File: config.mk
export PLATFORM = sky130hd
export DESIGN_NAME = rdbs_ctrl
export DESIGN_NICKNAME = d
export VERILOG_FILES = /design/src/hw/rtl/rdbs_pkg.sv /design/src/hw/rtl/rdbs_ctrl.sv
export SDC_FILE = /design/constraint.sdc
export NUM_CORES = 1
export LEC_CHECK = 0
export BUFFER_PORTS_ARGS = -buffer_cell sky130_fd_sc_hd__buf_2
export CAP_MARGIN = 0
export CORE_AREA = 2 2 39 41
export CTS_CLUSTER_DIAMETER = 80
export CTS_CLUSTER_SIZE = 14
export DETAILED_ROUTE_END_ITERATION = 8
export DIE_AREA = 0 0 41 43
export HOLD_SLACK_MARGIN = 0.03
export PLACE_DENSITY = 0.36
export REMOVE_ABC_BUFFERS = 1
export SETUP_SLACK_MARGIN = 0.5
export SLEW_MARGIN = 5
export SYNTH_ARGS = -nofsm -noshare
export SYNTH_HDL_FRONTEND = slang
export SYNTH_SLANG_ARGS = --single-unit
export TNS_END_PERCENT = 20
File: constraint.sdc
create_clock -name clk -period 2 [get_ports clk]
set_clock_uncertainty 0.1 [all_clocks]
set_input_delay 0 -clock clk [delete_from_list [all_inputs] [get_ports clk]]
set_output_delay 0 -clock clk [all_outputs]
set_load 0.02 [all_outputs]
File: src/hw/rtl/rdbs_pkg.sv
// shared types and constants for the byte store unit
package rdbs_pkg;

	localparam int unsigned MEM_BYTES_DEF = 4096;

	typedef enum logic [2:0] {
		CMD_BYTE_RD = 3'd0,
		CMD_BYTE_WR = 3'd1,
		CMD_BULK_RD = 3'd2,
		CMD_BULK_WR = 3'd3,
		CMD_SET_POS = 3'd4,
		CMD_WINDOW  = 3'd5,
		CMD_CLEAR   = 3'd6,
		CMD_STATS   = 3'd7
	} cmd_e_t;

	localparam logic [1:0] ST_OK     = 2'd0;
	localparam logic [1:0] ST_REJECT = 2'd1;
	localparam logic [1:0] ST_DROP   = 2'd2;

	typedef enum logic [1:0] {
		S_SWEEP,
		S_IDLE,
		S_CALC,
		S_DONE
	} state_t;

	typedef struct packed {
		logic load;
		logic calc;
		logic commit;
		logic sweep;
	} dp_cmd_t;

	typedef struct packed {
		logic sweep_last;
		logic is_clear;
	} dp_stat_t;

endpackage

File: src/hw/rtl/rdbs_ctrl.sv
// controller state machine for the byte store unit
module rdbs_ctrl (
	input  logic              clk,
	input  logic              arst_n,
	input  logic              in_valid,
	output logic              in_stall,
	output logic              out_valid,
	input  logic              out_stall,
	input  rdbs_pkg::dp_stat_t stat,
	output rdbs_pkg::dp_cmd_t  ctl
);
	import rdbs_pkg::*;

	state_t state_q;
	state_t state_n;
	logic   out_valid_q;
	logic   commit;

	assign commit = (state_q == S_DONE) && (!out_valid_q || !out_stall);

	always_comb begin
		state_n = state_q;
		case (state_q)
			S_SWEEP: begin
				if (stat.sweep_last) begin
					state_n = S_IDLE;
				end
			end
			S_IDLE: begin
				if (in_valid) begin
					state_n = S_CALC;
				end
			end
			S_CALC: begin
				state_n = S_DONE;
			end
			S_DONE: begin
				if (commit) begin
					state_n = stat.is_clear ? S_SWEEP : S_IDLE;
				end
			end
			default: begin
				state_n = S_IDLE;
			end
		endcase
	end

	always_comb begin
		ctl.load   = (state_q == S_IDLE) && in_valid;
		ctl.calc   = (state_q == S_CALC);
		ctl.commit = commit;
		ctl.sweep  = (state_q == S_SWEEP);
		in_stall   = (state_q != S_IDLE);
		out_valid  = out_valid_q;
	end

	always_ff @(posedge clk or negedge arst_n) begin
		if (!arst_n) begin
			state_q     <= S_SWEEP;
			out_valid_q <= 1'b0;
		end else begin
			state_q <= state_n;
			if (commit) begin
				out_valid_q <= 1'b1;
			end else if (!out_stall) begin
				out_valid_q <= 1'b0;
			end
		end
	end

	a_rise_after_commit: assert property (@(posedge clk) disable iff (!arst_n)
		$rose(out_valid_q) |-> $past(commit))
		else $error("result shown without a commit");

	a_no_accept_in_sweep: assert property (@(posedge clk) disable iff (!arst_n)
		(state_q == S_SWEEP) |-> (in_stall && !ctl.commit))
		else $error("activity during fill sweep");

	a_clear_sweeps: assert property (@(posedge clk) disable iff (!arst_n)
		(commit && stat.is_clear) |=> (state_q == S_SWEEP))
		else $error("clear did not start a fill sweep");

endmodule

==> results of run 1 <==
## registers in the layout, summed over array words and instances, names as in the netlist
signal / cells
out_valid: 1
state_q: 2
## tightest hold or removal path: stages
cell and delay (ns):
buf_2 0.10, o221ai_4 0.11, mux2_4 0.21
## Yosys cell counts
master    number  area share (%)
inv_1          4             6.7
a21o_1         1             3.3
ha_1           4              22
mux2i_1        1             4.4
nor2b_1        1             2.8
a221oi_1       1             3.9
dfrtp_1        3              33
and2_1         1             2.8
nand3_1        1             2.2
mux2_1         1             5.0
buf_4          1             3.3
a21boi_1       1             3.3
o221ai_2       1             6.7
## power by group through the flow
| stage | Combinational (W) | Clock, W | Sequential, W |
|---|---|---|---|
| detailed placement | 0.000317 | 0 | 0.000130 |
| global route | 0.000574 | 0.000118 | 0.000133 |
| CTS | 0.000376 | 0.000114 | 0.000123 |
| global placement | 0.000321 | 0 | 0.000130 |
| floorplan | 0.000229 | 0 | 0.000135 |
| finish | 0.000529 | 0.000108 | 0.000127 |
## path summary, 6_finish.rpt
kind                                         from                      to  slack (ns)
setup / recovery           state_q[1]$_DFFE_PN0P_  state_q[1]$_DFFE_PN0P_        0.53
max in group asynchronous                  arst_n  state_q[1]$_DFFE_PN0P_        1.11
hold / removal                            stat[1]  state_q[1]$_DFFE_PN0P_        0.13
min in group asynchronous                  arst_n  state_q[0]$_DFFE_PN0P_        0.54
hold reg to reg             out_valid$_DFFE_PN0P_   out_valid$_DFFE_PN0P_        0.43
setup reg to reg           state_q[1]$_DFFE_PN0P_  state_q[1]$_DFFE_PN0P_        0.53
## cells by family (layout without fill, tap and decap cells)
logic type | after synthesis | count (layout) | share of synthesized area, %
AOI/OAI and AO/OA | 4 | 4 | 17.22
adders and majority gates | 4 | 4 | 22.22
buffers and inverters | 5 | 27 | 9.999
DFF | 3 | 3 | 33.33
muxes | 2 | 2 | 9.444
and+or+nand+nor | 3 | 3 | 7.779
## layer usage
metal,vias to the layer above,GRT usage (%),share of wire (%)
met2,11,11.25,49
met4,0,2.000,0
li1,115,-,-
met3,0,6.283,10
met5,-,0,0
met1,105,8.442,40
## metrics by stage
step | instance area [um2] | total power [W]
2_1_floorplan | 217.7 | 0.0003634
3_3_place_gp | 292.8 | 0.0004503
3_5_place_dp | 292.8 | 0.0004471
4_1_cts | 371.6 | 0.0006130
5_1_grt | 436.7 | 0.0008240
6_report | 436.7 | 0.0007638
## layout make-up
class / instances / area [um2] / area share [%]
Clock buffer: 4 / 26.28 / 6.017
Sequential cell: 3 / 75.07 / 17.19
Inverter: 4 / 15.01 / 3.438
Multi-Input combinational cell: 13 / 173.9 / 39.83
Timing Repair Buffer: 19 / 126.4 / 28.94
Tap cell: 16 / 20.02 / 4.585
## timing repair
| item | in CTS | in global routing |
|---|---|---|
| setup endpoints to repair | 1 | 2 |
| buffers inserted | 3 | 2 |
| gates cloned | 0 | 0 |
| pin swaps | 1 | 2 |
| resized for setup | 1 | 11 |
| hold endpoints to repair | 4 | 0 |
| hold buffers | 3 | 0 |
## cell usage in the layout, fill, tap and decap left out, types with 2 or more instances in the layout
| cell type | n |
|---|---|
| buf_2 | 11 |
| buf_4 | 4 |
| clkbuf_4 | 3 |
| dfrtp_1 | 3 |
| dlygate4sd3_1 | 3 |
| ha_4 | 2 |
| inv_2 | 3 |
==> run summary, run 1 <==
Clock tree
• built — CTS tree
• 0.04 ns — clock transition time at the flip-flop clock pins of the worst setup and hold paths
• 2 — maximum root-to-sink buffer count
• 3 — CTS buffer count
• 3 — clk sink count
• 1 — depth of the CTS H-tree
• clkbuf_4 — master cell of the clock root buffer
• 0.23 ns — clock latency on the worst-skew pair

Timing
• 0 ns — Fin Setup TNS
• 0.5292 ns — worst-case setup margin in the final layout
• yes — RSZ-0062 raised after global routing
• 73.54% — Period Utilization, post-route
• 0 — hold violation total from the final report
• 81.02% — Slew Limit Headroom
• 0.1314 ns — Post-Route Hold Slack
• 0 — max-slew violation total from the final report
• 0.2847 ns — transition time of the tightest slew-check pin
• 679.9 MHz — fmax
• 1.471 ns — Final Critical Period
• 0 — count of final setup violators

Floorplanning
• 12 — I/O pin cnt
• 16.27% — initial standard-cell utilization of the core
• 41 um — Die X-Extent
• 1763 um2 — full die area
• 43 um — Die Y-Extent
• 14 — standard-cell row count
• 1384 um2 — area of the core region

Power
• 16.6% — Flop pwr share
• 14.1% — proportion of power drawn by the clock network
• 0.0003246 W — reported net switching power
• 69.3% — Comb power frac
• 42.50% — share of total power consumed by net switching
• 1749 nW/um2 — total power divided by cell area
• 0.2134 nW — leakage power total
• 0.0004392 W — internal portion of total power
• 546.5 uV — worst vdd ir

Setup path
• flip-flops — cell family with most CP delay
• inv_2 -> ha_4 -> inv_2 -> o221ai_4 -> mux2_4 — ordered list of cells on the worst path
• dfrtp_1 — worst-path cell with the longest stage delay
• flip-flop — launching element type of the critical path
• 5 — Worst Reg2Reg Path Length in Cells
• 0.40 ns — delay of the slowest cell on the worst path
• flip-flop — type of destination of the critical path
• 5 — Worst path depth
• inv_2 — most prevalent standard cell on the critical path
• 3 — largest fanout of any net on the critical path
• 1.48 ns — Worst Path Arrival
• 2 — number of buffer and inverter instances along the worst setup path
• 2.01 ns — required arrival time at the worst endpoint
• flip-flop to flip-flop — worst setup path class

Detailed routing
• 0 — number of design-rule violations left by the first detailed-router iteration
• 1 — iteration count of the initial detailed-routing pass
• 0 — post-detailed-route count of antenna-violating nets
• 9.915 um — routed wire length per instance
• 585 um — Routed WL
• 3.915 — detail-routed via count per cell
• 231 — Via Count
• 0 — DRC violations left

Placed design
• 47 — placed instance count
• 0.6578 — Placer Congestion
• 11 — port bufs
• 0.4306 ns — pre-CTS setup slack

GRT
• 5 — pin count of the biggest net entering global routing
• 0 — sum of overflow across all layers after global routing
• 855 um — first-pass GRT wire length
• 0 — number of antenna violations at the first check in global routing
• 7.754% — GRT Total Usage
• 198 — via count of the first global-routing pass

Finish
• 0 — antenna diode count
• 93.89% — area delta synth->final
• 157 — FILL cells
• 65.12% — layout cell share with drive strength beyond 1
• 31.56% — final core utilization
• 54 — Final nets
• 59 — final non-filler cell total

Logic synthesis
• 3 — total of flip-flops plus latches after synthesis
• 10.72 um2 — average cell area after synthesis
• 225.2 um2 — total standard cell area after synthesis
• 13 — count of cell types in the netlist
• 0 — synthesis warning total
• 21 — Mapped Cells
• 33.33% — Seq/Total Area, Yosys

Job
• 0 — Max Cap Viol

Worst hold path
• primary input to flip-flop — Hold/Removal Path Class
• 3 — cell count of the worst hold path

Run status
• finished, final reports clean — outcome

(Power assumes the default switching activity.)
==> run 2, diff against run 1 <==
Settings changed: PLACE_DENSITY 0.36 to 0.38.
Clock period 2 ns to 1.3 ns, I/O delays scaled along.
==> run summary, run 2 (same netlist as run 1, synthesis figures left out) <==
GRT
• 1.021 mm — first-pass GRT wire length
• 8.945% — GRT Total Usage
• 261 — via count of the first global-routing pass
• 0 — number of antenna violations at the first check in global routing
• 5 — pin count of the biggest net entering global routing
• 0 — sum of overflow across all layers after global routing

Worst hold path
• primary input to flip-flop — Hold/Removal Path Class
• 2 — cell count of the worst hold path
• out_stall — source of the worst hold timing path

Detailed routing
• 0 — DRC violations left
• 4.086 — detail-routed via count per cell
• 237 — Via Count
• 1 — iteration count of the initial detailed-routing pass
• 62 um — metal3 WL
• met3 — Top Layer Used
• 11.34 um — routed wire length per instance
• 362 um — DR WL met2
• 658 um — Routed WL
• 234 um — length of routed wiring on met1
• 0 — post-detailed-route count of antenna-violating nets
• 0 — number of design-rule violations left by the first detailed-router iteration

Power
• 0.2193 nW — leakage power total
• 2806 nW/um2 — total power divided by cell area
• 988.1 uV — worst vdd ir

Job
• 0 — Max Cap Viol

Timing
• 695.1 MHz — fmax
• yes — RSZ-0062 raised after global routing
• 0.2367 ns — transition time of the tightest slew-check pin
• 84.22% — Slew Limit Headroom
• 3 — hold violation total from the final report
• 110.7% — Period Utilization, post-route
• -0.1386 ns — worst-case setup margin in the final layout
• 0 — max-slew violation total from the final report
• 4 — count of final setup violators
• 1.439 ns — Final Critical Period
• -0.05196 ns — Post-Route Hold Slack
• -0.3010 ns — Fin Setup TNS

Clock tree
• built — CTS tree
• 3 — clk sink count
• clkbuf_4 — master cell of the clock root buffer
• 1 — cts-stage hold buffer count
• 0.04 ns — clock transition time at the flip-flop clock pins of the worst setup and hold paths
• 3 — CTS buffer count
• 2 — maximum root-to-sink buffer count
• 1 — depth of the CTS H-tree
• 0.23 ns — clock latency on the worst-skew pair

Floorplanning
• 1384 um2 — area of the core region
• 12 — I/O pin cnt
• 1763 um2 — full die area
• 41 um — Die X-Extent
• 16.27% — initial standard-cell utilization of the core
• 43 um — Die Y-Extent
• 14 — standard-cell row count

Setup path
• inv_2 -> ha_4 -> inv_2 -> o221ai_2 -> mux2_4 — ordered list of cells on the worst path
• 0.42 ns — delay of the slowest cell on the worst path
• 5 — Worst path depth
• 2 — number of buffer and inverter instances along the worst setup path
• inv_2 — most prevalent standard cell on the critical path
• flip-flop to flip-flop — worst setup path class
• flip-flop — launching element type of the critical path
• flip-flop — type of destination of the critical path
• 5 — Worst Reg2Reg Path Length in Cells
• 4 — largest fanout of any net on the critical path
• 1.31 ns — required arrival time at the worst endpoint
• state_q[0]$_DFFE_PN0P_ — start point of the critical path
• dfrtp_1 — worst-path cell with the longest stage delay
• 1.45 ns — Worst Path Arrival
• flip-flops — cell family with most CP delay
• state_q[0]$_DFFE_PN0P_ — reg-to-reg startpoint

Placed design
• 52 — placed instance count
• 11 — port bufs
• 0.6080 — Placer Congestion
• -0.1997 ns — pre-CTS setup slack

Finish
• 53 — Final nets
• 58 — final non-filler cell total
• buf_6, buf_2, inv_2, buf_4, clkbuf_4 — commonest cells after routing, fill and taps aside
• state_q — largest register by flop count
• 165 — FILL cells
• 0 — antenna diode count
• buf_6 — most frequent standard cell in the layout excluding fill and tap cells
• 73.81% — layout cell share with drive strength beyond 1
• 102.8% — area delta synth->final
• 33.00% — final core utilization
• 2 — max reg flops

Run status
• hold timing, setup timing — violations in the final reports
• complete, but fails checks — outcome

==> run 2: worst register-to-register path, cell delays in order (launching register included) <==
cell and delay [ns]:
dfrtp_1 0.42, inv_2 0.10, ha_4 0.13, inv_2 0.03, o221ai_2 0.21, mux2_4 0.33
==> run 2: final cells by class <==
cell class	count	area (um2)	area share, %
Inverter	4	15.01	3.288
Tap cell	16	20.02	4.384
Clock buffer	4	26.28	5.753
Timing Repair Buffer	18	148.9	32.60
Sequential cell	3	76.32	16.71
Multi-Input combinational cell	13	170.2	37.26
==> run 2: layer usage <==
| layer | track usage (%) | vias to the layer above |
|---|---|---|
| li1 | - | 113 |
| met1 | 7.097 | 112 |
| met2 | 16.88 | 12 |
| met3 | 5.236 | 0 |
| met4 | 2.000 | 0 |
| met5 | 0 | - |
==> run 2: power by group <==
part           switching (W)  total [W]  internal (W)
logic               0.000399   0.000908      0.000510
registers          0.0000642   0.000213      0.000149
clock network      0.0000451   0.000160      0.000115
total               0.000508    0.00128      0.000774
==> run 2: worst paths after layout <==
| check | endpoint | slack (ns) |
|---|---|---|
| max | state_q[1]$_DFFE_PN0P_ | -0.14 |
| min | out_valid$_DFFE_PN0P_ | -0.05 |
| max reg2reg | state_q[1]$_DFFE_PN0P_ | -0.14 |
| min reg2reg | out_valid$_DFFE_PN0P_ | 0.46 |
| max in group asynchronous | out_valid$_DFFE_PN0P_ | 0.98 |
| min in group asynchronous | state_q[1]$_DFFE_PN0P_ | 0 |
==> run 2: timing repair <==
action,CTS,global route
gates resized for setup,19,6
pin swaps,2,0
cloned,0,0
endpoints found under the setup margin,9,9
endpoints found under the hold margin,4,4
setup buffers,1,0
==> run 2: metrics by stage <==
stage	power [W]	area (um2)
after floorplan	0.0005590	217.7
after global placement	0.0008001	330.3
after detailed placement	0.0008187	330.3
after CTS	0.001236	434.2
after global routing	0.001382	456.7
final	0.001282	456.7
==> run 3, diff against run 2 <==
Settings changed: PLACE_DENSITY 0.38 to 0.43.
==> run summary, run 3 (same netlist as run 1, synthesis figures left out) <==
Run status
• complete, but fails checks — outcome
• hold timing, setup timing — violations in the final reports

GRT
• 0 — sum of overflow across all layers after global routing
• 834 um — first-pass GRT wire length
• 221 — via count of the first global-routing pass
• 5 — pin count of the biggest net entering global routing
• 0 — number of antenna violations at the first check in global routing
• 7.452% — GRT Total Usage

Placed design
• -0.1912 ns — pre-CTS setup slack
• 0.5614 — Placer Congestion
• 402.3 um — Detail Placement HPWL
• 11 — port bufs

Floorplanning
• 12 — I/O pin cnt
• 1384 um2 — area of the core region
• 41 um — Die X-Extent
• 43 um — Die Y-Extent
• 16.27% — initial standard-cell utilization of the core
• 1763 um2 — full die area
• 14 — standard-cell row count

Setup path
• flip-flop to flip-flop — worst setup path class
• flip-flop — launching element type of the critical path
• 4 — largest fanout of any net on the critical path
• -0.14 ns — worst-case register-to-register setup slack
• 1.31 ns — required arrival time at the worst endpoint
• 1.45 ns — Worst Path Arrival
• flip-flop — type of destination of the critical path

Detailed routing
• 0 — post-detailed-route count of antenna-violating nets
• 0 — DRC violations left
• 229 — Via Count
• 3.881 — detail-routed via count per cell
• 0 — number of design-rule violations left by the first detailed-router iteration
• 8.932 um — routed wire length per instance
• 1 — iteration count of the initial detailed-routing pass
• 527 um — Routed WL

Clock tree
• 1 — depth of the CTS H-tree
• 0.04 ns — clock transition time at the flip-flop clock pins of the worst setup and hold paths
• 3 — clk sink count
• 1 — cts-stage hold buffer count
• 0.23 ns — clock latency on the worst-skew pair
• clkbuf_4 — master cell of the clock root buffer
• 3 — CTS buffer count
• 2 — maximum root-to-sink buffer count
• built — CTS tree

Timing
• 4 — count of final setup violators
• -0.1441 ns — worst-case setup margin in the final layout
• 1.444 ns — Final Critical Period
• 111.1% — Period Utilization, post-route
• yes — RSZ-0062 raised after global routing
• 0.1879 ns — transition time of the tightest slew-check pin
• 0 — max-slew violation total from the final report
• 4 — hold violation total from the final report
• 692.5 MHz — fmax
• -0.09027 ns — Post-Route Hold Slack
• 87.47% — Slew Limit Headroom

Finish
• 139 — FILL cells
• 173.9 um2 — Multi-input gate area
• 69.77% — layout cell share with drive strength beyond 1
• 0 — antenna diode count
• 76.32 um2 — total area of sequential cells
• 2 — max reg flops
• 54 — Final nets
• state_q — largest register by flop count
• 97.22% — area delta synth->final
• buf_2, buf_4, inv_2, clkbuf_4 — commonest cells after routing, fill and taps aside

Worst hold path
• primary input to flip-flop — Hold/Removal Path Class

Job
• 0 — Max Cap Viol

Power
• 0.2197 nW — leakage power total
• 2750 nW/um2 — total power divided by cell area
• 1037 uV — worst vdd ir

-- run 3: area by class of cell --
cell class	count	share of cell area, %
repair buffers	19	29.86
multi-input cells	13	39.15
inverters	4	3.380
well taps	16	4.507
clock buffers	4	5.915
flip-flops and latches	3	17.18
-- run 3: power breakdown --
| group | leakage, nW | switching, W | total, W | internal, W |
|---|---|---|---|---|
| clock | 0.0150 | 0.0000490 | 0.000164 | 0.000115 |
| sequential | 0.0346 | 0.0000453 | 0.000195 | 0.000149 |
| combinational | 0.170 | 0.000401 | 0.000863 | 0.000462 |
| total | 0.220 | 0.000495 | 0.00122 | 0.000727 |
-- run 3: worst paths after layout --
path                                          endpoint  depth (start not counted)              startpoint
worst min register to register   out_valid$_DFFE_PN0P_                          1   out_valid$_DFFE_PN0P_
worst max-delay path            state_q[1]$_DFFE_PN0P_                          5  state_q[0]$_DFFE_PN0P_
worst max register to register  state_q[1]$_DFFE_PN0P_                          5  state_q[0]$_DFFE_PN0P_
worst min-delay path             out_valid$_DFFE_PN0P_                          2               out_stall
min in group asynchronous       state_q[0]$_DFFE_PN0P_                          2                  arst_n
max in group asynchronous       state_q[0]$_DFFE_PN0P_                          2                  arst_n
-- run 3: stage by stage --
step / total power, W / cell area (um2) / TNS, ns / cells / util (%)
floorplan: 0.0005590 / 217.7 / -0.5002 / 20 / -
global placement: 0.0008166 / 330.3 / -0.3576 / 52 / 23.87
detailed placement: 0.0008127 / 330.3 / -0.3407 / 52 / 23.87
CTS: 0.001116 / 399.1 / -0.4130 / 58 / 28.84
global route: 0.001337 / 444.2 / -0.7379 / 59 / 32.10
finish: 0.001222 / 444.2 / -0.3926 / 59 / 32.10
-- run 3: repair_timing --
action,in CTS,in global routing
pin swaps,1,2
hold endpoints to repair,4,4
gates resized for setup,8,8
buffers inserted,1,1
endpoints found under the setup margin,9,9
-- run 3: metal layers --
layer	track usage, %	vias up	routed length, um
met5	0	-	0
met4	6.000	0	0
met3	3.141	0	49
met2	9.688	12	230
met1	9.091	102	247
li1	-	115	-
-- run 3: worst max-delay path, stage by stage (launching register included) --
cell and delay [ns]:
dfrtp_2 0.42, buf_4 0.15, ha_4 0.14, inv_1 0.09, o221ai_4 0.11, mux2_4 0.31
